$ cat src/hw/rtl/teq_pkg.sv
// types, constants and codes shared by the timed event queue modules
`timescale 1ns / 1ps
package teq_pkg;

    localparam int QUEUE_DEPTH = 64;
    localparam int SLOT_W      = $clog2(QUEUE_DEPTH);
    localparam int CNT_W       = $clog2(QUEUE_DEPTH + 1);
    localparam int TIME_W      = 64;
    localparam int DELAY_W     = 48;
    localparam int TAG_W       = 16;
    localparam int OP_W        = 2;
    localparam int STATUS_W    = 3;

    typedef enum logic [OP_W-1:0] {
        OP_INSERT = 2'd0,
        OP_CANCEL = 2'd1,
        OP_POP    = 2'd2,
        OP_NOP    = 2'd3
    } t_op;

    typedef enum logic [STATUS_W-1:0] {
        ST_OK          = 3'd0,
        ST_FULL        = 3'd1,
        ST_EMPTY       = 3'd2,
        ST_LIMIT       = 3'd3,
        ST_NOT_PENDING = 3'd4
    } t_status;

    typedef enum logic [3:0] {
        S_IDLE,
        S_DECODE,
        S_ENQ_TEST,
        S_ENQ_RD1,
        S_ENQ_RD2,
        S_RM_RD,
        S_RM_CHK,
        S_POP_RD1,
        S_POP_RD2,
        S_POP_TAIL,
        S_DONE
    } t_state;

    typedef enum logic [3:0] {
        DP_NOP,
        DP_LATCH,
        DP_SET_STATUS,
        DP_INS_ALLOC,
        DP_CANCEL_START,
        DP_HEAD_READ,
        DP_ENQ_READ_ORD,
        DP_ENQ_READ_DUE,
        DP_ENQ_SHIFT,
        DP_ENQ_PUT,
        DP_RM_READ,
        DP_RM_CHECK,
        DP_RM_END,
        DP_POP_READ,
        DP_POP_ACCEPT,
        DP_REARM
    } t_dp_op;

    typedef struct packed {
        t_dp_op  op;
        t_status code;
        logic    free_slot;
    } t_dp_cmd;

    typedef struct packed {
        t_op  op;
        logic full;
        logic handle_busy;
        logic empty;
        logic pos_zero;
        logic pos_at_count;
        logic enq_stop;
        logic beyond;
        logic slot_periodic;
    } t_dp_sts;

endpackage

$ cat src/hw/rtl/teq_ctrl.sv
// controller state machine of the timed event queue
`timescale 1ns / 1ps
module teq_ctrl (
    input  logic             i_clk,
    input  logic             i_rst_n,
    input  logic             start,
    output logic             busy,
    output logic             o_done,
    output teq_pkg::t_dp_cmd o_cmd,
    input  teq_pkg::t_dp_sts i_sts
);
    import teq_pkg::*;

    t_state r_state;
    t_state n_state;

    always_ff @(posedge i_clk) begin
        if (!i_rst_n) begin
            r_state <= S_IDLE;
        end else begin
            r_state <= n_state;
        end
    end

    always_comb begin
        n_state = r_state;
        unique case (r_state)
            S_IDLE: if (start) n_state = S_DECODE;
            S_DECODE: begin
                unique case (i_sts.op)
                    OP_INSERT: n_state = i_sts.full ? S_DONE : S_ENQ_TEST;
                    OP_CANCEL: n_state = i_sts.handle_busy ? S_RM_RD : S_DONE;
                    OP_POP:    n_state = i_sts.empty ? S_DONE : S_POP_RD1;
                    OP_NOP:    n_state = S_DONE;
                endcase
            end
            S_ENQ_TEST: n_state = i_sts.pos_zero ? S_DONE : S_ENQ_RD1;
            S_ENQ_RD1:  n_state = S_ENQ_RD2;
            S_ENQ_RD2:  n_state = i_sts.enq_stop ? S_DONE : S_ENQ_TEST;
            S_RM_RD: begin
                if (i_sts.pos_at_count) begin
                    n_state = (i_sts.op == OP_POP) ? S_POP_TAIL : S_DONE;
                end else begin
                    n_state = S_RM_CHK;
                end
            end
            S_RM_CHK:   n_state = S_RM_RD;
            S_POP_RD1:  n_state = S_POP_RD2;
            S_POP_RD2:  n_state = i_sts.beyond ? S_DONE : S_RM_RD;
            S_POP_TAIL: n_state = i_sts.slot_periodic ? S_ENQ_TEST : S_DONE;
            S_DONE:     n_state = S_IDLE;
            default:    n_state = S_IDLE;
        endcase
    end

    always_comb begin
        o_cmd.op        = DP_NOP;
        o_cmd.code      = ST_OK;
        o_cmd.free_slot = 1'b0;
        unique case (r_state)
            S_IDLE: if (start) o_cmd.op = DP_LATCH;
            S_DECODE: begin
                unique case (i_sts.op)
                    OP_INSERT: begin
                        if (i_sts.full) begin
                            o_cmd.op   = DP_SET_STATUS;
                            o_cmd.code = ST_FULL;
                        end else begin
                            o_cmd.op = DP_INS_ALLOC;
                        end
                    end
                    OP_CANCEL: begin
                        if (i_sts.handle_busy) begin
                            o_cmd.op = DP_CANCEL_START;
                        end else begin
                            o_cmd.op   = DP_SET_STATUS;
                            o_cmd.code = ST_NOT_PENDING;
                        end
                    end
                    OP_POP: begin
                        if (i_sts.empty) begin
                            o_cmd.op   = DP_SET_STATUS;
                            o_cmd.code = ST_EMPTY;
                        end else begin
                            o_cmd.op = DP_HEAD_READ;
                        end
                    end
                    OP_NOP: o_cmd.op = DP_NOP;
                endcase
            end
            S_ENQ_TEST: o_cmd.op = i_sts.pos_zero ? DP_ENQ_PUT : DP_ENQ_READ_ORD;
            S_ENQ_RD1:  o_cmd.op = DP_ENQ_READ_DUE;
            S_ENQ_RD2:  o_cmd.op = i_sts.enq_stop ? DP_ENQ_PUT : DP_ENQ_SHIFT;
            S_RM_RD:    o_cmd.op = i_sts.pos_at_count ? DP_RM_END : DP_RM_READ;
            S_RM_CHK:   o_cmd.op = DP_RM_CHECK;
            S_POP_RD1:  o_cmd.op = DP_POP_READ;
            S_POP_RD2: begin
                if (i_sts.beyond) begin
                    o_cmd.op   = DP_SET_STATUS;
                    o_cmd.code = ST_LIMIT;
                end else begin
                    o_cmd.op = DP_POP_ACCEPT;
                end
            end
            S_POP_TAIL: begin
                if (i_sts.slot_periodic) begin
                    o_cmd.op = DP_REARM;
                end else begin
                    o_cmd.free_slot = 1'b1;
                end
            end
            default: ;
        endcase
    end

    assign busy   = (r_state != S_IDLE);
    assign o_done = (r_state == S_DONE);

`ifndef NO_ASSERTIONS
    a_done_to_idle: assert property (@(posedge i_clk) disable iff (!i_rst_n)
        o_done |=> !busy)
        else $error("busy after result strobe");
    a_start_taken: assert property (@(posedge i_clk) disable iff (!i_rst_n)
        start && !busy |=> r_state == S_DECODE)
        else $error("request not taken");
    a_latch_only_idle: assert property (@(posedge i_clk) disable iff (!i_rst_n)
        o_cmd.op == DP_LATCH |-> r_state == S_IDLE)
        else $error("request latched while busy");
`endif

endmodule

$ cat config.mk
export PLATFORM = sky130hd
export DESIGN_NAME = teq_ctrl
export DESIGN_NICKNAME = d
export VERILOG_FILES = /design/src/hw/rtl/teq_pkg.sv /design/src/hw/rtl/teq_ctrl.sv
export SDC_FILE = /design/constraint.sdc
export NUM_CORES = 1
export LEC_CHECK = 0
export ABC_AREA = 1
export BUFFER_PORTS_ARGS = -buffer_cell sky130_fd_sc_hd__buf_4
export CAP_MARGIN = 25
export CORE_MARGIN = 3
export CORE_UTILIZATION = 40
export CTS_CLUSTER_SIZE = 10
export DETAILED_ROUTE_END_ITERATION = 8
export PLACE_DENSITY = 0.69
export REMOVE_ABC_BUFFERS = 1
export SKIP_LAST_GASP = 1
export SYNTH_ARGS = -nofsm -noshare
export SYNTH_HDL_FRONTEND = slang
export SYNTH_SLANG_ARGS = --single-unit
$ cat constraint.sdc
create_clock -name i_clk -period 1.6 [get_ports i_clk]
set_clock_uncertainty 0.2 [all_clocks]
set_input_delay 0.16 -clock i_clk [delete_from_list [all_inputs] [get_ports i_clk]]
set_output_delay 0.16 -clock i_clk [all_outputs]
set_load 0.02 [all_outputs]
==> impl_metrics.json, run 1 <==
{
  "violations": "negative setup slack",
  "gp_congestion": 0.818,
  "initial_core_util": 0.461,
  "numClockSinks": 4,
  "die_h_um": 43.2,
  "overflow": 0,
  "cts_made_buffers": 3,
  "cp.required_ns": 1.24,
  "hold_class": "in -> reg",
  "drt_iter0_drc": 44,
  "vias_per_cell": 5.53,
  "portBuffers": 22,
  "tritoncts": "yes",
  "outcome": "finished with violations",
  "reg_top3": "r_state x4",
  "p_seq_frac": 0.158,
  "finalNetCount": 151,
  "cp_top_family": "simple AND/OR/NAND/NOR gates",
  "coreArea_sq_um": 1200,
  "crit_buf_inv": 3,
  "utilization": 0.811,
  "dpl.hpwl_um": 1320,
  "cpMostUsedCell": "nand2_1",
  "grt_pass1_wl_um": 2950,
  "p_int_w": 0.000797,
  "slew_violations": 0,
  "drive_above_1_share": 0.507,
  "yosysWarnings": 0,
  "p_sw_w": 0.000825,
  "io_pins": 23,
  "crit_path_start_kind": "register",
  "final_common_cell": "buf_4",
  "pwr-share-clk": 0.081,
  "drcViolationCount": 0,
  "yosys_register_bits": 4,
  "firstDrtPassIters": 4,
  "cp_max_fo": 6,
  "cap_violations": 0,
  "slew_headroom": 0.760,
  "hold_viol": 0,
  "syn_inst": 96,
  "cts_root_buf": "clkbuf_4",
  "fin_hold_ws_ns": 0.0850,
  "cellLeakagePower_nw": 0.489,
  "slowest_delay_ns": 0.41,
  "track_usage": 0.204,
  "largest-register": "r_state",
  "grt_max_degree": 9,
  "irDropWorstVdd_uv": 1020,
  "cpMaxStageDelayCell": "dfxtp_4",
  "clk_latency_ns": 0.24,
  "cts.reportedPaths.clkPinSlew_ns": 0.04,
  "largest_reg_flops": 4,
  "endpoint_kind": "output port",
  "cts_max_path_buffers": 2,
  "setup_viol": 10,
  "netlist_area_sq_um": 554,
  "stdcell_count": 150,
  "grt_pass1_vias": 698,
  "min_period_over_period": 1.14,
  "wl_per_cell_um": 14.1,
  "drt.antenna.violating_nets": 0,
  "htree_levels": 1,
  "worstPathCellList": "inv_4 > nor3_1 > inv_1 > nand2_1 > nor2_1 > nand2_1 > buf_6",
  "avgSynthCellArea_sq_um": 5.77,
  "antenna_found_initial": 0,
  "power_frac_comb": 0.762,
  "place_inst": 133,
  "worst_pin_slew_ns": 0.357,
  "die_width_um": 43.2,
  "arrival_ns": 1.47,
  "critPathKind": "reg -> out",
  "swShare": 0.508,
  "row_count": 12,
  "period_needed_ns": 1.83,
  "diodes": 0,
  "wirelength_um": 2120,
  "die_area_sq_um": 1870,
  "ys_seq_area_frac": 0.144,
  "ys_types": 20,
  "power.density_nw_per_um2": 1660,
  "grt_setup_unrepaired": "yes",
  "num_vias": 830,
  "areaGrowthSynthToFinish_pct": 75.8,
  "final.setup.worst_slack_ns": -0.229,
  "mostFrequentLayoutCells": "29 x buf_4, 19 x nand2_1, 14 x nor2_1",
  "fmax_ghz": 0.547
}
-- stage by stage --
stage                     setup TNS, ns  worst slack (ns)  power (W)  instance area [sq um]
after detailed placement              0            0.0154    0.00111                    744
after floorplan                       0             0.133   0.000806                    554
final                            -0.913            -0.229    0.00162                    975
after global routing              -1.69            -0.311    0.00173                    975
after CTS                        -0.278           -0.0905    0.00138                    883
after global placement                0            0.0271    0.00110                    744
-- Yosys cell counts --
library cell  number  share of area
nor2_1            16           0.11
nand3_1           12           0.11
nor3_1             2          0.018
o211ai_1           2          0.027
inv_1              9          0.061
nor2_8             1          0.036
nand4_1            1          0.011
dfxtp_1            4           0.14
nand3_2            1          0.018
nor2_4             4          0.081
nand2_4            1          0.020
a21oi_2            1          0.016
o21ai_1            4          0.036
nor2_2             1          0.011
a21oi_1            4          0.036
nand2_2            1          0.011
o21ai_0            2          0.018
inv_2              4          0.027
nand2_1           21           0.14
nand3b_1           5          0.068
-- repair_timing --
item	CTS	global route
hold endpoints to repair	1	0
pin swaps	10	11
setup endpoints to repair	9	11
gates resized for setup	17	16
cloned	0	0
setup buffers	8	7
hold buffers	1	0
-- per-layer routing --
| metal | part of all wire | GRT usage | vias to the layer above |
|---|---|---|---|
| met4 | 0.037 | 0.0723 | 0 |
| met1 | 0.40 | 0.292 | 367 |
| met2 | 0.47 | 0.304 | 56 |
| met5 | 0 | 0 | - |
| li1 | - | - | 398 |
| met3 | 0.091 | 0.0297 | 9 |
-- final timing paths --
kind	startpoint	endpoint	slack [ns]	depth (start not counted)
worst max-delay path	r_state[0]	o_cmd[6]	-0.23	7
worst min-delay path	start	r_state[0]	0.08	3
worst max register to register	r_state[0]	r_state[2]	-0.04	8
worst min register to register	r_state[1]	r_state[2]	0.51	4
-- final cells by class --
| class | count | area [sq um] |
|---|---|---|
| Clock buffer | 3 | 22.5 |
| Tap cell | 14 | 17.5 |
| Sequential cell | 4 | 95.1 |
| Timing Repair Buffer | 37 | 307 |
| Inverter | 13 | 53.8 |
| Multi-Input combinational cell | 79 | 479 |
| Fill cell | 78 | 226 |
-- cells by family after synthesis --
group                  synth area share
and+or+nand+nor                   0.634
AOI/OAI and AO/OA                 0.133
DFF                               0.144
buffers and inverters            0.0880
-- worst register-to-register path, stage by stage, from the launching register on --
cell     delay, ns
dfxtp_4       0.41
inv_4         0.07
nor2_8        0.16
nand2_2       0.08
buf_4         0.14
buf_4         0.13
o21ai_1       0.15
inv_1         0.07
a21oi_1       0.15
-- power groups by stage --
stage	sequential (W)	combinational [W]	clock [W]
final	0.000256	0.00124	0.000131
after global routing	0.000264	0.00132	0.000140
after detailed placement	0.000219	0.000888	0
after CTS	0.000249	0.00101	0.000125
after floorplan	0.000208	0.000598	0
after global placement	0.000217	0.000886	0
(Power assumes the default switching activity.)
==> inputs of run 2 (changes only) <==
--- a/config.mk
+++ b/config.mk
@@ -14,6 +14,7 @@
 export DETAILED_ROUTE_END_ITERATION = 8
 export PLACE_DENSITY = 0.69
 export REMOVE_ABC_BUFFERS = 1
+export SKIP_CTS_REPAIR_TIMING = 1
 export SKIP_LAST_GASP = 1
 export SYNTH_ARGS = -nofsm -noshare
 export SYNTH_HDL_FRONTEND = slang
==> run 2 against run 1 <==
Wire length fell by 6.0%. Non-clock buffer count fell by 2. Total power fell by 1.6%. Sequential share of layout area rose by 0.27 points. Register-to-register slack improved by 0.20 ns. Hold slack got worse by 0.092 ns. Sequential power fell by 5%. Core utilization fell by 2.2 points. The flow finishes with violations (negative hold slack, negative setup slack). Global-route usage fell by 1.8 points. Critical path depth fell by 1. Combinational power barely moved.
==> impl_metrics.json, run 2 (same netlist as run 1, synthesis figures left out) <==
{
  "irDropWorstVdd_uv": 872,
  "pwr-share-clk": 0.086,
  "slowest_delay_ns": 0.37,
  "drt_iter0_drc": 54,
  "numClockSinks": 4,
  "r2r_slack_ns": 0.16,
  "drcViolationCount": 0,
  "portBuffers": 22,
  "crit_path_start_kind": "register",
  "p_seq_frac": 0.152,
  "hold_viol": 1,
  "die_h_um": 43.2,
  "diodes": 0,
  "grt_setup_unrepaired": "yes",
  "final.setup.worst_slack_ns": -0.169,
  "die_width_um": 43.2,
  "largest-register": "r_state",
  "cp_max_fo": 8,
  "outcome": "finished with violations",
  "drt.antenna.violating_nets": 0,
  "gp_congestion": 0.818,
  "wl_met3_um": 178,
  "htree_levels": 1,
  "coreArea_sq_um": 1200,
  "grt_max_degree": 9,
  "cts_root_buf": "clkbuf_4",
  "wl_met2_um": 906,
  "overflow": 0,
  "antenna_found_initial": 0,
  "stdcell_area_sq_um": 948,
  "fmax_ghz": 0.565,
  "cts.reportedPaths.clkPinSlew_ns": 0.05,
  "worst_pin_slew_ns": 0.273,
  "cap_violations": 0,
  "cp-endpoint": "o_cmd[6]",
  "vias_per_cell": 5.45,
  "cp-startpoint": "r_state[3]",
  "row_count": 12,
  "clk_latency_ns": 0.25,
  "p_sw_w": 0.000812,
  "largest_reg_flops": 4,
  "wl_per_cell_um": 13.4,
  "areaGrowthSynthToFinish_pct": 71.1,
  "p_int_w": 0.000784,
  "num_vias": 807,
  "cts_max_path_buffers": 2,
  "fill_cells": 81,
  "cp.required_ns": 1.24,
  "critPathKind": "reg -> out",
  "mostFrequentLayoutCells": "30 x buf_4, 20 x nand2_1, 14 x nor2_1, 9 x inv_1, 8 x nand3_1",
  "setup_viol": 8,
  "dpl.hpwl_um": 1320,
  "wirelength_um": 1990,
  "firstDrtPassIters": 4,
  "utilization": 0.790,
  "power.density_nw_per_um2": 1680,
  "die_area_sq_um": 1870,
  "fin_hold_ws_ns": -0.00696,
  "finalNetCount": 149,
  "crit_buf_inv": 1,
  "endpoint_kind": "output port",
  "rr_endpoint": "r_state[3]",
  "final_common_cell": "buf_4",
  "slew_headroom": 0.817,
  "violations": "negative hold slack, negative setup slack",
  "slew_violations": 0,
  "top_layer": "met4",
  "cp_top_family": "simple AND/OR/NAND/NOR gates",
  "cpMaxStageDelayCell": "dfxtp_4",
  "reg_top3": "r_state x4",
  "swShare": 0.509,
  "period_needed_ns": 1.77,
  "power_frac_comb": 0.762,
  "drive_above_1_share": 0.478,
  "cellLeakagePower_nw": 0.480,
  "grt_pass1_vias": 644,
  "arrival_ns": 1.41,
  "ff2ff_path_depth": 6,
  "pre_cts_ws_ns": 0.0154,
  "total_power_w": 0.00160,
  "rr_startpoint": "r_state[3]",
  "min_period_over_period": 1.11,
  "met1_length_um": 846,
  "tritoncts": "yes",
  "path_depth": 6,
  "cts_made_buffers": 3,
  "initial_core_util": 0.461,
  "worstPathCellList": "nor2_4 > nand2_4 > a21oi_4 > nor2_1 > nand2_1 > buf_6",
  "hold_class": "in -> reg",
  "io_pins": 23,
  "tns_ns": -0.668,
  "track_usage": 0.186,
  "postPlaceCellArea_sq_um": 744,
  "grt_pass1_wl_um": 2730
}
==> run 2: cell type report <==
cell class | instances | area (sq um) | area share
inverter | 13 | 48.8 | 0.0515
tap | 14 | 17.5 | 0.0185
sequential | 4 | 95.1 | 0.100
multi-input combinational | 79 | 483 | 0.509
timing repair buffer | 35 | 282 | 0.297
clock buffer | 3 | 22.5 | 0.0237
==> run 2: through the flow <==
| step | hold WS (ns) | cells |
|---|---|---|
| after global routing | 0.00343 | 148 |
| final | -0.00696 | 148 |
| after global placement | 0.225 | 133 |
| after detailed placement | 0.231 | 133 |
| after CTS | -0.00515 | 136 |
| after floorplan | 0.110 | 96 |
==> run 2: worst min-delay path: stages <==
cell	delay [ns]
buf_4	0.08
inv_1	0.06
nor2_1	0.09
==> run 2: worst min path at each step <==
| stage | start | end | slack, ns | depth (start not counted) |
|---|---|---|---|---|
| 6_report | i_rst_n | r_state[1] | -0.007 | 3 |
| 3_3_place_gp | i_rst_n | r_state[1] | 0.23 | 3 |
| 2_1_floorplan | i_rst_n | r_state[1] | 0.11 | 2 |
| 5_1_grt | i_rst_n | r_state[0] | 0.003 | 3 |
| 4_1_cts | i_rst_n | r_state[1] | -0.005 | 3 |
| 3_5_place_dp | i_rst_n | r_state[1] | 0.23 | 3 |
==> run 2: per-layer routing <==
metal | global-route usage | up-vias
li1 | - | 393
met1 | 0.287 | 357
met2 | 0.260 | 48
met3 | 0.0254 | 9
met4 | 0.0542 | 0
met5 | 0 | -
==> run 2: power groups by stage <==
stage	registers, W	logic, W	clock network [W]
floorplan	0.000208	0.000598	0
global placement	0.000217	0.000886	0
detailed placement	0.000219	0.000888	0
CTS	0.000218	0.000891	0.000125
global route	0.000252	0.00131	0.000146
finish	0.000243	0.00122	0.000137
